==> config.mk <==
export PLATFORM = sky130hd
export DESIGN_NAME = bootp_reply_frame_filter
export DESIGN_NICKNAME = d
export VERILOG_FILES = /design/src/hw/rtl/bprf_pkg.sv /design/src/hw/rtl/bootp_reply_frame_filter.sv
export SDC_FILE = /design/constraint.sdc
export NUM_CORES = 1
export LEC_CHECK = 0
export BUFFER_PORTS_ARGS = -buffer_cell sky130_fd_sc_hd__buf_2
export CORE_ASPECT_RATIO = 2
export CORE_MARGIN = 2
export CORE_UTILIZATION = 30
export CTS_CLUSTER_SIZE = 28
export DETAILED_ROUTE_END_ITERATION = 6
export SLEW_MARGIN = 20
export SYNTH_ARGS = -nofsm -noshare
export SYNTH_HDL_FRONTEND = slang
export SYNTH_SLANG_ARGS = --single-unit
export TNS_END_PERCENT = 100
==> constraint.sdc <==
create_clock -name i_clk -period 6.85 [get_ports i_clk]
set_input_delay 1.0275 -clock i_clk [delete_from_list [all_inputs] [get_ports i_clk]]
set_output_delay 1.0275 -clock i_clk [all_outputs]
set_load 0.03 [all_outputs]
==> src/hw/rtl/bprf_pkg.sv <==
// Package for the BOOTP reply frame filter: frame offsets, reason codes and field widths.
package bprf_pkg;

    // Frame byte offsets, counted from the Ethernet destination address
    localparam int unsigned SRC_FIRST  = 6;
    localparam int unsigned SRC_LAST   = 11;
    localparam int unsigned IP_FIRST   = 14;
    localparam int unsigned IP_LAST    = 33;
    localparam int unsigned PROTO_POS  = 23;
    localparam int unsigned SUM_HI     = 24;
    localparam int unsigned SUM_LO     = 25;
    localparam int unsigned PORT_FIRST = 34;
    localparam int unsigned PORT_LAST  = 37;
    localparam int unsigned OP_POS     = 42;
    localparam int unsigned YI_FIRST   = 58;
    localparam int unsigned YI_LAST    = 61;
    localparam int unsigned SI_FIRST   = 62;
    localparam int unsigned SI_LAST    = 65;
    localparam int unsigned CH_FIRST   = 70;
    localparam int unsigned CH_LAST    = 75;
    localparam int unsigned MIN_LEN    = 86;

    // Expected header values
    localparam logic [7:0]  PROTO_UDP   = 8'd17;
    localparam logic [15:0] PORT_SERVER = 16'd67;
    localparam logic [15:0] PORT_CLIENT = 16'd68;
    localparam logic [7:0]  OP_REPLY    = 8'd2;

    // Field widths
    localparam int unsigned MAC_W   = 48;
    localparam int unsigned IP_W    = 32;
    localparam int unsigned HSUM_W  = 20;
    localparam int unsigned OUT_W   = 120;

    // Frame verdict, first failing check wins
    typedef enum logic [2:0] {
        RSN_OK        = 3'd0,
        RSN_CHECKSUM  = 3'd1,
        RSN_NOT_UDP   = 3'd2,
        RSN_PORTS     = 3'd3,
        RSN_NOT_REPLY = 3'd4,
        RSN_MAC       = 3'd5,
        RSN_SHORT     = 3'd6
    } t_reason;

endpackage

==> src/hw/rtl/bootp_reply_frame_filter.sv <==
// BOOTP reply frame filter: checks one received frame a byte at a time and reports a verdict.
//
// The block takes one frame byte per clock cycle, with no gaps needed between frames. Each
// byte goes into an input register and is folded into the per-frame state (IPv4 header
// one's-complement sum, protocol, UDP ports, BOOTP op, chaddr match, yiaddr, siaddr, source
// MAC) in the next cycle; the result for a frame is written to the output register when
// its final byte leaves the input register. The header checksum, the chaddr compare and the
// field captures each touch one byte per cycle, which sets the rate at one byte per cycle.
// Input is held off only when a final byte reaches the judging stage while the previous
// result still waits in the output register. Frames are judged on their first 86 bytes;
// shorter frames are reported as short.
module bootp_reply_frame_filter #(
    parameter int unsigned FRAME_BYTES_MAX = 2048
) (
    input  logic                         i_clk,
    input  logic                         i_rst_n,
    // configuration: own_mac
    input  logic                         i_cfg_wr_en,
    input  logic [bprf_pkg::MAC_W-1:0]   i_cfg_wr_data,
    // input stream
    input  logic                         i_s_axis_tvalid,
    output logic                         o_s_axis_tready,
    input  logic [7:0]                   i_s_axis_tdata,  // [7:0] frame_byte
    input  logic                         i_s_axis_tlast,  // last_byte
    // result stream
    output logic                         o_m_axis_tvalid,
    input  logic                         i_m_axis_tready,
    // [0] accepted, [3:1] reject_reason, [35:4] assigned_ip, [67:36] siaddr,
    // [115:68] source MAC, [119:116] zero
    output logic [bprf_pkg::OUT_W-1:0]   o_m_axis_tdata
);

    localparam int unsigned POS_W = $clog2(FRAME_BYTES_MAX);
    localparam logic [POS_W-1:0] POS_SAT = POS_W'(FRAME_BYTES_MAX - 1);

    // configuration register
    logic [bprf_pkg::MAC_W-1:0] r_own_mac;

    // input register
    logic       r_in_valid;
    logic [7:0] r_in_byte;
    logic       r_in_last;

    // per-frame state
    logic [POS_W-1:0]            r_pos,      n_pos;
    logic [bprf_pkg::HSUM_W-1:0] r_hsum,     n_hsum;
    logic [7:0]                  r_hold,     n_hold;
    logic [15:0]                 r_rx_sum,   n_rx_sum;
    logic [7:0]                  r_proto,    n_proto;
    logic [31:0]                 r_ports,    n_ports;
    logic [7:0]                  r_op,       n_op;
    logic                        r_ch_match, n_ch_match;
    logic [bprf_pkg::IP_W-1:0]   r_yiaddr,   n_yiaddr;
    logic [bprf_pkg::IP_W-1:0]   r_siaddr,   n_siaddr;
    logic [bprf_pkg::MAC_W-1:0]  r_src_mac,  n_src_mac;

    // output register
    logic                        r_out_valid;
    logic                        r_out_accepted;
    bprf_pkg::t_reason           r_out_reason;
    logic [bprf_pkg::IP_W-1:0]   r_out_yiaddr;
    logic [bprf_pkg::IP_W-1:0]   r_out_siaddr;
    logic [bprf_pkg::MAC_W-1:0]  r_out_mac;

    logic              advance;
    logic              in_ip;
    logic [7:0]        word_byte;
    logic [7:0]        want_byte;
    logic              in_ch;
    logic [16:0]       fold1;
    logic [15:0]       fold2;
    logic [15:0]       calc_sum;
    bprf_pkg::t_reason reason;

    // handshake: the judging stage moves unless a verdict would overwrite a waiting result
    assign advance         = r_in_valid && (!r_in_last || !r_out_valid || i_m_axis_tready);
    assign o_s_axis_tready = !r_in_valid || advance;
    assign o_m_axis_tvalid = r_out_valid;
    assign o_m_axis_tdata  = {4'd0, r_out_mac, r_out_siaddr, r_out_yiaddr,
                              r_out_reason, r_out_accepted};

    // configuration write
    always_ff @(posedge i_clk) begin
        if (!i_rst_n) begin
            r_own_mac <= '0;
        end else if (i_cfg_wr_en) begin
            r_own_mac <= i_cfg_wr_data;
        end
    end

    // input register
    always_ff @(posedge i_clk) begin
        if (!i_rst_n) begin
            r_in_valid <= 1'b0;
        end else if (o_s_axis_tready) begin
            r_in_valid <= i_s_axis_tvalid;
        end
    end

    always_ff @(posedge i_clk) begin
        if (o_s_axis_tready && i_s_axis_tvalid) begin
            r_in_byte <= i_s_axis_tdata;
            r_in_last <= i_s_axis_tlast;
        end
    end

    // own_mac byte expected at the current chaddr position, first byte most significant
    always_comb begin
        want_byte = '0;
        in_ch     = 1'b0;
        for (int i = 0; i < 6; i++) begin
            if (r_pos == POS_W'(bprf_pkg::CH_FIRST + i)) begin
                want_byte = r_own_mac[8*(5-i) +: 8];
                in_ch     = 1'b1;
            end
        end
    end

    // per-byte capture and header sum
    always_comb begin
        n_pos      = r_pos;
        n_hsum     = r_hsum;
        n_hold     = r_hold;
        n_rx_sum   = r_rx_sum;
        n_proto    = r_proto;
        n_ports    = r_ports;
        n_op       = r_op;
        n_ch_match = r_ch_match;
        n_yiaddr   = r_yiaddr;
        n_siaddr   = r_siaddr;
        n_src_mac  = r_src_mac;

        in_ip     = (r_pos >= POS_W'(bprf_pkg::IP_FIRST)) && (r_pos <= POS_W'(bprf_pkg::IP_LAST));
        word_byte = r_in_byte;

        if (in_ip) begin
            // checksum field counts as zero in the sum
            if (r_pos == POS_W'(bprf_pkg::SUM_HI) || r_pos == POS_W'(bprf_pkg::SUM_LO)) begin
                n_rx_sum  = {r_rx_sum[7:0], r_in_byte};
                word_byte = '0;
            end
            // header starts on an even offset: even bytes are the high half of a word
            if (!r_pos[0]) begin
                n_hold = word_byte;
            end else begin
                n_hsum = r_hsum + bprf_pkg::HSUM_W'({r_hold, word_byte});
            end
        end
        if (r_pos == POS_W'(bprf_pkg::PROTO_POS)) begin
            n_proto = r_in_byte;
        end
        if (r_pos >= POS_W'(bprf_pkg::PORT_FIRST) && r_pos <= POS_W'(bprf_pkg::PORT_LAST)) begin
            n_ports = {r_ports[23:0], r_in_byte};
        end
        if (r_pos == POS_W'(bprf_pkg::OP_POS)) begin
            n_op = r_in_byte;
        end
        if (r_pos >= POS_W'(bprf_pkg::YI_FIRST) && r_pos <= POS_W'(bprf_pkg::YI_LAST)) begin
            n_yiaddr = {r_yiaddr[23:0], r_in_byte};
        end
        if (r_pos >= POS_W'(bprf_pkg::SI_FIRST) && r_pos <= POS_W'(bprf_pkg::SI_LAST)) begin
            n_siaddr = {r_siaddr[23:0], r_in_byte};
        end
        if (r_pos >= POS_W'(bprf_pkg::SRC_FIRST) && r_pos <= POS_W'(bprf_pkg::SRC_LAST)) begin
            n_src_mac = {r_src_mac[bprf_pkg::MAC_W-9:0], r_in_byte};
        end
        if (in_ch && (want_byte != r_in_byte)) begin
            n_ch_match = 1'b0;
        end

        if (r_pos < POS_SAT) begin
            n_pos = r_pos + POS_W'(1);
        end

        // final byte: start the next frame from clean state
        if (r_in_last) begin
            n_pos      = '0;
            n_hsum     = '0;
            n_hold     = '0;
            n_rx_sum   = '0;
            n_proto    = '0;
            n_ports    = '0;
            n_op       = '0;
            n_ch_match = 1'b1;
            n_yiaddr   = '0;
            n_siaddr   = '0;
            n_src_mac  = '0;
        end
    end

    // verdict; any byte from offset 85 on changes no captured field, so the registered
    // state is complete whenever the frame is long enough to be judged
    always_comb begin
        fold1    = {13'd0, r_hsum[19:16]} + {1'b0, r_hsum[15:0]};
        fold2    = fold1[15:0] + {15'd0, fold1[16]};
        calc_sum = ~fold2;

        if (r_pos < POS_W'(bprf_pkg::MIN_LEN - 1)) begin
            reason = bprf_pkg::RSN_SHORT;
        end else if (calc_sum != r_rx_sum) begin
            reason = bprf_pkg::RSN_CHECKSUM;
        end else if (r_proto != bprf_pkg::PROTO_UDP) begin
            reason = bprf_pkg::RSN_NOT_UDP;
        end else if (r_ports[15:0] != bprf_pkg::PORT_CLIENT ||
                     r_ports[31:16] != bprf_pkg::PORT_SERVER) begin
            reason = bprf_pkg::RSN_PORTS;
        end else if (r_op != bprf_pkg::OP_REPLY) begin
            reason = bprf_pkg::RSN_NOT_REPLY;
        end else if (!r_ch_match) begin
            reason = bprf_pkg::RSN_MAC;
        end else begin
            reason = bprf_pkg::RSN_OK;
        end
    end

    // per-frame state registers
    always_ff @(posedge i_clk) begin
        if (!i_rst_n) begin
            r_pos      <= '0;
            r_hsum     <= '0;
            r_hold     <= '0;
            r_rx_sum   <= '0;
            r_proto    <= '0;
            r_ports    <= '0;
            r_op       <= '0;
            r_ch_match <= 1'b1;
            r_yiaddr   <= '0;
            r_siaddr   <= '0;
            r_src_mac  <= '0;
        end else if (advance) begin
            r_pos      <= n_pos;
            r_hsum     <= n_hsum;
            r_hold     <= n_hold;
            r_rx_sum   <= n_rx_sum;
            r_proto    <= n_proto;
            r_ports    <= n_ports;
            r_op       <= n_op;
            r_ch_match <= n_ch_match;
            r_yiaddr   <= n_yiaddr;
            r_siaddr   <= n_siaddr;
            r_src_mac  <= n_src_mac;
        end
    end

    // output register
    always_ff @(posedge i_clk) begin
        if (!i_rst_n) begin
            r_out_valid <= 1'b0;
        end else if (advance && r_in_last) begin
            r_out_valid <= 1'b1;
        end else if (i_m_axis_tready) begin
            r_out_valid <= 1'b0;
        end
    end

    always_ff @(posedge i_clk) begin
        if (advance && r_in_last) begin
            r_out_accepted <= (reason == bprf_pkg::RSN_OK);
            r_out_reason   <= reason;
            r_out_yiaddr   <= (reason == bprf_pkg::RSN_OK) ? r_yiaddr  : '0;
            r_out_siaddr   <= (reason == bprf_pkg::RSN_OK) ? r_siaddr  : '0;
            r_out_mac      <= (reason == bprf_pkg::RSN_OK) ? r_src_mac : '0;
        end
    end

    // input is held off only behind a waiting result
    a_stall_cause: assert property (@(posedge i_clk) disable iff (!i_rst_n)
        !o_s_axis_tready |-> (r_in_valid && r_in_last && r_out_valid && !i_m_axis_tready))
        else $error("input stalled without a pending verdict");

    // a final byte restarts the position count
    a_frame_restart: assert property (@(posedge i_clk) disable iff (!i_rst_n)
        (advance && r_in_last) |=> (r_pos == '0) && r_ch_match)
        else $error("frame state not cleared after final byte");

    // position never runs past saturation
    a_pos_sat: assert property (@(posedge i_clk) disable iff (!i_rst_n)
        r_pos <= POS_SAT)
        else $error("byte position past saturation");

    // accept flag agrees with reason, and rejected results carry no addresses
    a_verdict: assert property (@(posedge i_clk) disable iff (!i_rst_n)
        r_out_valid |-> ((r_out_accepted == (r_out_reason == bprf_pkg::RSN_OK)) &&
                         (r_out_accepted || (r_out_yiaddr == '0 && r_out_siaddr == '0 &&
                                             r_out_mac == '0))))
        else $error("inconsistent verdict fields");

    // a result waiting for the sink is not overwritten
    a_no_overwrite: assert property (@(posedge i_clk) disable iff (!i_rst_n)
        (r_out_valid && !i_m_axis_tready) |=> r_out_valid && $stable(r_out_reason))
        else $error("pending verdict lost");

endmodule

==> metrics.md, run 1 <==
| Metric | Value |
|---|---|
| First-pass GRT wire length | 75,300 um |
| WL/cell | 17.42 um |
| Sink count of the clock tree | just under 400 |
| Ranking of synthesized cells by area | sky130_fd_sc_hd__dfxtp_1 30%, sky130_fd_sc_hd__edfxtp_1 21%, sky130_fd_sc_hd__nor2_1 5.4% |
| Period utilisation layout | slightly below 80% |
| Number of nets at the end of the flow | 2,065 |
| Number of vias in the routed layout | about 14,000 |
| Data arrival, critical path | around 5.6 ns |
| Insertion delay of the later-clocked pin in the worst-skew pair | roughly 0.57 ns |
| CTS HTree Levels | 2 |
| Sequential area share after synthesis | between 50 and 60% |
| Post-detailed-route via-to-cell ratio | 5.024 |
| Maximum fanout along the worst path | ~60 |
| Final weighted congestion in routability-driven placement | approximately 0.9 |
| Antenna Nets Post-Route | 0 |
| Post-synth EDFFs | around 130 |
| Total of endpoints with negative setup slack in the final report | 0 |
| Clock tree from TritonCTS | built |
| Critical Path Source Type | register |
| Maximum clock frequency | approximately 190 MHz |
| Total die area | 60,380 um2 |
| Number of warning messages in the yosys log | 0 |
| Final WL | 48,180 um |
| Clock Pin Slew Worst Setup and Hold Paths | 0.07 ns |
| Overall die height | approximately 350 um |
| Start-to-end type of the worst setup path | register to register |
| Share of Yosys cell area claimed by the top area cell type | 30.44% |
| Maximum number of pins on one net before global-route repair | 131 |
| I/O Buffers | approximately 180 |
| Leakage Power | 7.255 nW |
| Overall power | between 4 and 5 mW |
| Fraction of registers with async set/reset | 0% |
| Diodes inserted | 0 |
| Post-synthesis cell count | around 1,900 |
| Fraction of layout instances using a drive strength above 1 | 17.02% |
| Classification of the worst-slack hold path | register to register |
| WP data required | roughly 7.1 ns |
| Detailed-placement wirelength estimate | approximately 34,000 um |
| Number of pins exceeding their max-slew limit in the final report | 0 |
| Worst IR drop on VDD | 0.1865 mV |
| Synth Cell Area | around 17,000 um2 |
| Number of library cell types mapped by synthesis | around 80 |
| Layout area overhead | 15.84% |
| DRC violations left | 0 |
| Detailed-routing iteration count for the pre-antenna-repair pass | 5 |
| Vias in the first global route | 13,495 |
| PnR worst setup slack | approximately 1.5 ns |
| Total of flip-flops plus latches after synthesis | 391 |
| Status | completed |
| Post-cts repair resize count | 0 |
| Worst-case headroom to the max-slew limit | between 30% and 40% |
| Post-route minimum period | about 5.3 ns |
| Post-synth top flop | sky130_fd_sc_hd__dfxtp_1 |
| Overflow left after global routing | 0 |
| MaxCap Viol Count | 0 |
| Sort of element at the end of the critical path | register |
| Unrepaired setup endpoints after global routing | false |
| Total count of hold-check failures in the final report | 0 |
| Initial Utilization | about 30% |
| Horizontal die dimension | roughly 170 um |
| Hold_buf cts | 0 |
| Total CTS buffers | 37 |
| Area of the placeable core | just under 60,000 um2 |
| Post-CTS setup buffer count | 0 |
| Antenna violations before repair | 2 |
| Summed negative setup slack over all endpoints | 0 ns |
| Total power divided by cell area | roughly 240 nW/um2 |
| Transition time at the pin with the least slew margin | between 1 and 1.5 ns |
| Worst-case clock buffer depth | 3 |
| Setup slack after placement | 1.520 ns |
| Top cell types by occurrence after synthesis | 266 x sky130_fd_sc_hd__dfxtp_1, 250 x sky130_fd_sc_hd__nor2_1, 141 x sky130_fd_sc_hd__inv_1 |
| Setup Skew | between 0.02 and 0.03 ns |
| Leading cell type by number of instances after synthesis | sky130_fd_sc_hd__dfxtp_1 |
| Mean cell area of the mapped netlist | about 9.4 um2 |
| Aggregate global-route resource usage | between 10% and 20% |
| Starting DRC count in detailed routing | a little under 900 |
| Clock tree root buffer cell | sky130_fd_sc_hd__clkbuf_16 |
| Count of boundary I/O pins | approximately 180 |
| Cell taking the most area after synthesis | sky130_fd_sc_hd__dfxtp_1 |
| Number of placement rows | between 100 and 150 |
[final timing paths]
check	slack [ns]	end	startpoint	cells after the start
worst max-delay path	1.53	r_out_mac[42]	r_hsum[16]	18
worst min-delay path	0.46	r_hold[6]	r_hold[6]	2
worst max register to register	1.53	r_out_mac[42]	r_hsum[16]	18
worst min register to register	0.46	r_hold[6]	r_hold[6]	2
[layout make-up]
| cell class | count | area (um2) |
|---|---|---|
| Tap cell | 762 | 953.4 |
| Inverter | 143 | 546.8 |
| Sequential cell | 391 | 9079 |
| Clock buffer | 49 | 994.7 |
| Multi-Input combinational cell | 1204 | 7401 |
| Clock inverter | 18 | 250.2 |
| Fill cell | 5992 | 37600 |
| Timing Repair Buffer | 198 | 1039 |
[state kept, by name (all words and copies together) (netlist names), 32 cells and up]
name          flops
r_own_mac        48
r_siaddr         32
r_ports          32
r_out_siaddr     32
r_src_mac        48
r_out_mac        48
r_out_yiaddr     32
r_yiaddr         32
[worst max-delay path, stage by stage (launching register included)]
cell	delay [ns]
sky130_fd_sc_hd__dfxtp_1	0.45
sky130_fd_sc_hd__ha_1	0.24
sky130_fd_sc_hd__inv_1	0.07
sky130_fd_sc_hd__fa_1	0.43
sky130_fd_sc_hd__nand2b_1	0.22
sky130_fd_sc_hd__a21oi_2	0.37
sky130_fd_sc_hd__nand3_1	0.11
sky130_fd_sc_hd__nor2_1	0.15
sky130_fd_sc_hd__ha_1	0.18
sky130_fd_sc_hd__nor2b_1	0.18
sky130_fd_sc_hd__o2111ai_1	0.15
sky130_fd_sc_hd__a2111oi_2	0.32
sky130_fd_sc_hd__nand3_1	0.12
sky130_fd_sc_hd__nor4_1	0.43
sky130_fd_sc_hd__or4_1	0.19
sky130_fd_sc_hd__o211ai_1	0.15
sky130_fd_sc_hd__o2111ai_4	0.35
sky130_fd_sc_hd__buf_4	0.72
sky130_fd_sc_hd__nor3_1	0.11
[power breakdown]
part / leakage (nW) / internal (mW) / switching, mW
logic: 3.11 / 0.0590 / 0.131
registers: 3.53 / 2.41 / 0.0285
clock network: 0.610 / 1.20 / 0.944
[stage by stage]
| step | hold WS, ns | util [%] | area [um2] | instances |
|---|---|---|---|---|
| final | 0.4552 | 35.02 | 20260 | 2765 |
| after global routing | 0.4786 | 35.02 | 20260 | 2765 |
| after CTS | 0.4584 | 34.99 | 20250 | 2764 |
| after detailed placement | 0.4495 | 32.83 | 19000 | 2697 |
| after global placement | 0.4442 | 32.83 | 19000 | 2697 |
| after floorplan | 0.4324 | - | 17500 | 1861 |
[cells by family after synthesis]
logic type,after synthesis,synth area share [%]
and+or+nand+nor,724,21.04
DFF,391,51.90
AOI/OAI and AO/OA,344,13.13
buffers and inverters,266,6.144
muxes,53,3.040
xor gates and xnor gates,51,2.639
adders and majority gates,28,2.089
other,1,0.02144
[layer usage]
metal  track usage (%)  up-vias  share of wire [%]
li1                  -     6751                  -
met1             17.80     6638                 39
met2             28.66      403                 52
met3             1.946      100                4.7
met4             6.854        0                4.1
met5                 0        -                  0
[cell usage in the layout, fill, tap and decap left out, types with 5 or more instances in the layout]
master	instances
sky130_fd_sc_hd__a31oi_1	13
sky130_fd_sc_hd__mux2i_1	52
sky130_fd_sc_hd__and3_1	12
sky130_fd_sc_hd__a22oi_1	122
sky130_fd_sc_hd__nand3_1	74
sky130_fd_sc_hd__buf_4	18
sky130_fd_sc_hd__a21oi_1	105
sky130_fd_sc_hd__o21ai_0	24
sky130_fd_sc_hd__buf_2	179
sky130_fd_sc_hd__a21o_1	6
sky130_fd_sc_hd__xor2_1	23
sky130_fd_sc_hd__clkbuf_1	9
sky130_fd_sc_hd__nor4_1	20
sky130_fd_sc_hd__o21a_1	10
sky130_fd_sc_hd__ha_1	26
sky130_fd_sc_hd__inv_1	140
sky130_fd_sc_hd__or3_1	18
sky130_fd_sc_hd__nor4b_1	9
sky130_fd_sc_hd__o211ai_1	6
sky130_fd_sc_hd__dfxtp_1	266
sky130_fd_sc_hd__nor2_1	246
sky130_fd_sc_hd__nand2_1	132
sky130_fd_sc_hd__a222oi_1	6
sky130_fd_sc_hd__clkbuf_16	38
sky130_fd_sc_hd__nand4_1	8
sky130_fd_sc_hd__edfxtp_1	125
sky130_fd_sc_hd__nor3_1	80
sky130_fd_sc_hd__nand2b_1	6
sky130_fd_sc_hd__and2_1	14
sky130_fd_sc_hd__nor2b_1	17
sky130_fd_sc_hd__o21ai_1	5
sky130_fd_sc_hd__clkinv_2	7
sky130_fd_sc_hd__nor3_2	60
sky130_fd_sc_hd__xnor2_1	27
No activity file was read; power rests on OpenSTA's default activity.
==> inputs of run 2 (changes only) <==
clock period = 5.2 ns   (was 6.85 ns; I/O delays follow)
==> metrics.md, run 2 (same netlist as run 1, synthesis figures left out) <==
| Metric | Value |
|---|---|
| Total count of hold-check failures in the final report | 0 (unchanged) |
| Count of boundary I/O pins | 184 (unchanged) |
| Area of the placeable core | 57,870 um2 (unchanged) |
| Leakage Power | 7.409 nW (was 7.255 nW) |
| Worst IR drop on VDD | 0.2394 mV (was 0.1865 mV) |
| Total power divided by cell area | 313.4 nW/um2 (was 235.5 nW/um2) |
| Power dissipated by switching net loads | 1.436 mW (was 1.104 mW) |
| Sink count of the clock tree | 391 (unchanged) |
| Clock Pin Slew Worst Setup and Hold Paths | 0.06 ns (was 0.07 ns) |
| Power share of the combinational group | 4.0% (about the same) |
| Antenna violations before repair | 2 (unchanged) |
| Hold_buf cts | 0 (unchanged) |
| Horizontal die dimension | 174.8 um (unchanged) |
| Number of placement rows | 125 (unchanged) |
| DRC violations left | 0 (unchanged) |
| Initial Utilization | 30.23% (unchanged) |
| Crit-path cells | ha_1, inv_1, fa_1, nand2b_1, a21oi_2, nand3_1, nor2_1, ha_1, nor2b_1, o2111ai_1, a2111oi_2, xor2_1, buf_4, and3_1, o32ai_1, nor4_2, buf_4, o2111ai_4, clkbuf_16, buf_12, nor3_1 (was ha_1, inv_1, fa_1, nand2b_1, a21oi_2, nand3_1, nor2_1, ha_1, nor2b_1, o2111ai_1, a2111oi_2, nand3_1, nor4_1, or4_1, o211ai_1, o2111ai_4, buf_4, nor3_1) |
| Cells on worst reg2reg path | 21 (was 18) |
| Buffers & Inverters on Critical Path | 5 (was 2) |
| Cell area reported after detailed placement | 19,150 um2 (was 19,000 um2) |
| Min-Delay Startpoint | i_s_axis_tdata[6] (was r_hold[6]) |
| Vias in the first global route | 13,723 (was 13,495) |
| Total die area | 60,380 um2 (unchanged) |
| Clock tree from TritonCTS | built (unchanged) |
| CP max stage delay | 0.46 ns (was 0.72 ns) |
| Final weighted congestion in routability-driven placement | 0.9475 (was 0.8996) |
| Insertion delay of the later-clocked pin in the worst-skew pair | 0.56 ns (was 0.57 ns) |
| Design internal power | 5.005 mW (was 3.669 mW) |
| Top cell family by delay on the critical path | compound AO/OA/AOI/OAI gates (was simple AND/OR/NAND/NOR gates) |
| Detailed-placement wirelength estimate | 34,730 um (was 33,930 um) |
| Critical Path Source Type | register (unchanged) |
| Transition time at the pin with the least slew margin | 1.003 ns (was 1.001 ns) |
| Final WL | 49,000 um (was 48,180 um) |
| Setup Skew | 0.02505 ns (was 0.02883 ns) |
| Detailed-routing iteration count for the pre-antenna-repair pass | 6 (was 5) |
| Overall die height | 345.5 um (unchanged) |
| Min-Delay Endpoint | r_in_byte[6] (was r_hold[6]) |
| Post-detailed-route via-to-cell ratio | 5.062 (was 5.024) |
| Number of inserted filler cells in the final layout | 5,922 (was 5,992) |
| Data arrival, critical path | 5.21 ns (was 5.59 ns) |
| Start-to-end type of the worst setup path | register to register (unchanged) |
| Worst R2R Setup Slack | 0.24 ns (was 1.53 ns) |
| Finished Cell Area | 20,550 um2 (was 20,260 um2) |
| Relative contribution of sequential cells to total power | 49.9% (was 51.1%) |
| Commonest cells after routing, fill and taps aside | 266 x sky130_fd_sc_hd__dfxtp_1, 246 x sky130_fd_sc_hd__nor2_1, 179 x sky130_fd_sc_hd__buf_2 (unchanged) |
| Total CTS buffers | 38 (was 37) |
| Cell type of the slowest stage on the worst timing path | sky130_fd_sc_hd__dfxtp_1 (was sky130_fd_sc_hd__buf_4) |
| Worst-case clock buffer depth | 3 (unchanged) |
| Antenna Nets Post-Route | 0 (unchanged) |
| CTS HTree Levels | 2 (unchanged) |
| I/O Buffers | 179 (unchanged) |
| Period utilisation layout | 95.33% (was 77.66%) |
| Worst reg2reg endpoint | r_out_mac[40] (was r_out_mac[42]) |
| Number of vias in the routed layout | 14,097 (was 13,892) |
| Fraction of layout instances using a drive strength above 1 | 17.84% (was 17.02%) |
| Total of endpoints with negative setup slack in the final report | 0 (unchanged) |
| Number of nets at the end of the flow | 2,083 (was 2,065) |
| Placed cell count | 2,712 (was 2,697) |
| Overflow left after global routing | 0 (unchanged) |
| Critical R2R Launch | r_hsum[16] (unchanged) |
| Aggregate global-route resource usage | 15.66% (was 15.57%) |
| Number of instances on the worst hold path | 1 (was 2) |
| Number of pins exceeding their max-slew limit in the final report | 0 (unchanged) |
| Maximum clock frequency | 201.7 MHz (was 188.0 MHz) |
| Sort of element at the end of the critical path | register (unchanged) |
| Layout area overhead | 17.47% (was 15.84%) |
| WL/cell | 17.60 um (was 17.42 um) |
| Worst-case headroom to the max-slew limit | 32.85% (was 32.99%) |
| Post-route minimum period | 4.957 ns (was 5.319 ns) |
| Share of power burned in the clock network | 46.1% (was 44.9%) |
| WP data required | 5.46 ns (was 7.12 ns) |
| Maximum number of pins on one net before global-route repair | 143 (was 131) |
| First-pass GRT wire length | 75,810 um (was 75,300 um) |
| MaxCap Viol Count | 0 (unchanged) |
| Net switching fraction of the power | 22.29% (was 23.13%) |
| Diodes inserted | 0 (unchanged) |
| Most common cell after layout, fill and taps aside | sky130_fd_sc_hd__dfxtp_1 (unchanged) |
| Total stage count of the critical path | 21 (was 18) |
| Starting DRC count in detailed routing | 910 (was 887) |
| Classification of the worst-slack hold path | input port to register (was register to register) |
| Summed negative setup slack over all endpoints | 0 ns (unchanged) |
| Unrepaired setup endpoints after global routing | false (unchanged) |
| Largest registers in the final layout | r_out_mac x48, r_own_mac x48, r_src_mac x48 (unchanged) |
| Clock tree root buffer cell | sky130_fd_sc_hd__clkbuf_16 (unchanged) |
| Post-route non-filler standard cell count | 2,785 (was 2,765) |
| Maximum fanout along the worst path | 34 (was 61) |
| Status | completed (unchanged) |
-- run 2: changes by cell type in the layout (fill, tap and decap cells not counted), moves of 2 or more --
| cell | change |
|---|---|
| sky130_fd_sc_hd__clkinv_1 | +2 |
| sky130_fd_sc_hd__clkbuf_2 | -2 |
| sky130_fd_sc_hd__buf_12 | +2 |
| sky130_fd_sc_hd__buf_4 | +14 |
| sky130_fd_sc_hd__clkbuf_8 | +2 |
| sky130_fd_sc_hd__bufinv_16 | +3 |
-- run 2: final cells by class --
class | count | area, um2 | area share (%)
Multi-Input combinational cell | 1204 | 7413 | 36.08
Inverter | 143 | 546.8 | 2.661
Clock inverter | 21 | 331.6 | 1.614
Clock buffer | 49 | 1012 | 4.926
Sequential cell | 391 | 9079 | 44.18
Timing Repair Buffer | 215 | 1212 | 5.900
Tap cell | 762 | 953.4 | 4.640
-- run 2: per-layer routing --
metal	vias to the layer above	GRT usage (%)	wire, um
met1	6766	17.27	18600
met4	2	7.024	2030
met5	-	0	11
li1	6799	-	-
met2	424	29.37	26200
met3	106	2.100	2157
-- run 2: power by group through the flow --
stage	logic (mW)	registers (mW)	clock network, mW
final	0.255	3.21	2.97
after detailed placement	0.255	3.28	0
after CTS	0.255	3.21	3.04
after floorplan	0.166	3.27	0
after global routing	0.280	3.21	3.15
after global placement	0.249	3.28	0
-- run 2: metrics by stage --
stage	setup slack (ns)	power (mW)	util, %	hold slack [ns]
after CTS	0.2081	6.505	35.42	0.3881
final	0.2427	6.441	35.51	0.4071
after detailed placement	0.2347	3.535	33.09	0.4518
after global routing	0.03947	6.649	35.51	0.3908
after floorplan	0.9444	3.440	-	0.4324
after global placement	0.3072	3.529	33.09	0.4437
-- run 2: worst max-delay path by stage --
stage                from             to  slack [ns]
6_report       r_hsum[16]  r_out_mac[40]        0.24
5_1_grt        r_hsum[16]  r_out_mac[37]        0.04
4_1_cts        r_hsum[16]  r_out_mac[37]        0.21
3_5_place_dp   r_hsum[16]  r_out_mac[37]        0.23
3_3_place_gp   r_hsum[16]  r_out_mac[40]        0.31
2_1_floorplan  r_hsum[16]   r_out_mac[0]        0.94
-- run 2: repair_timing --
action | 4_1_cts | 5_1_grt
gates resized for setup | 0 | 5
setup buffers | 0 | 2
setup endpoints to repair | 0 | 34
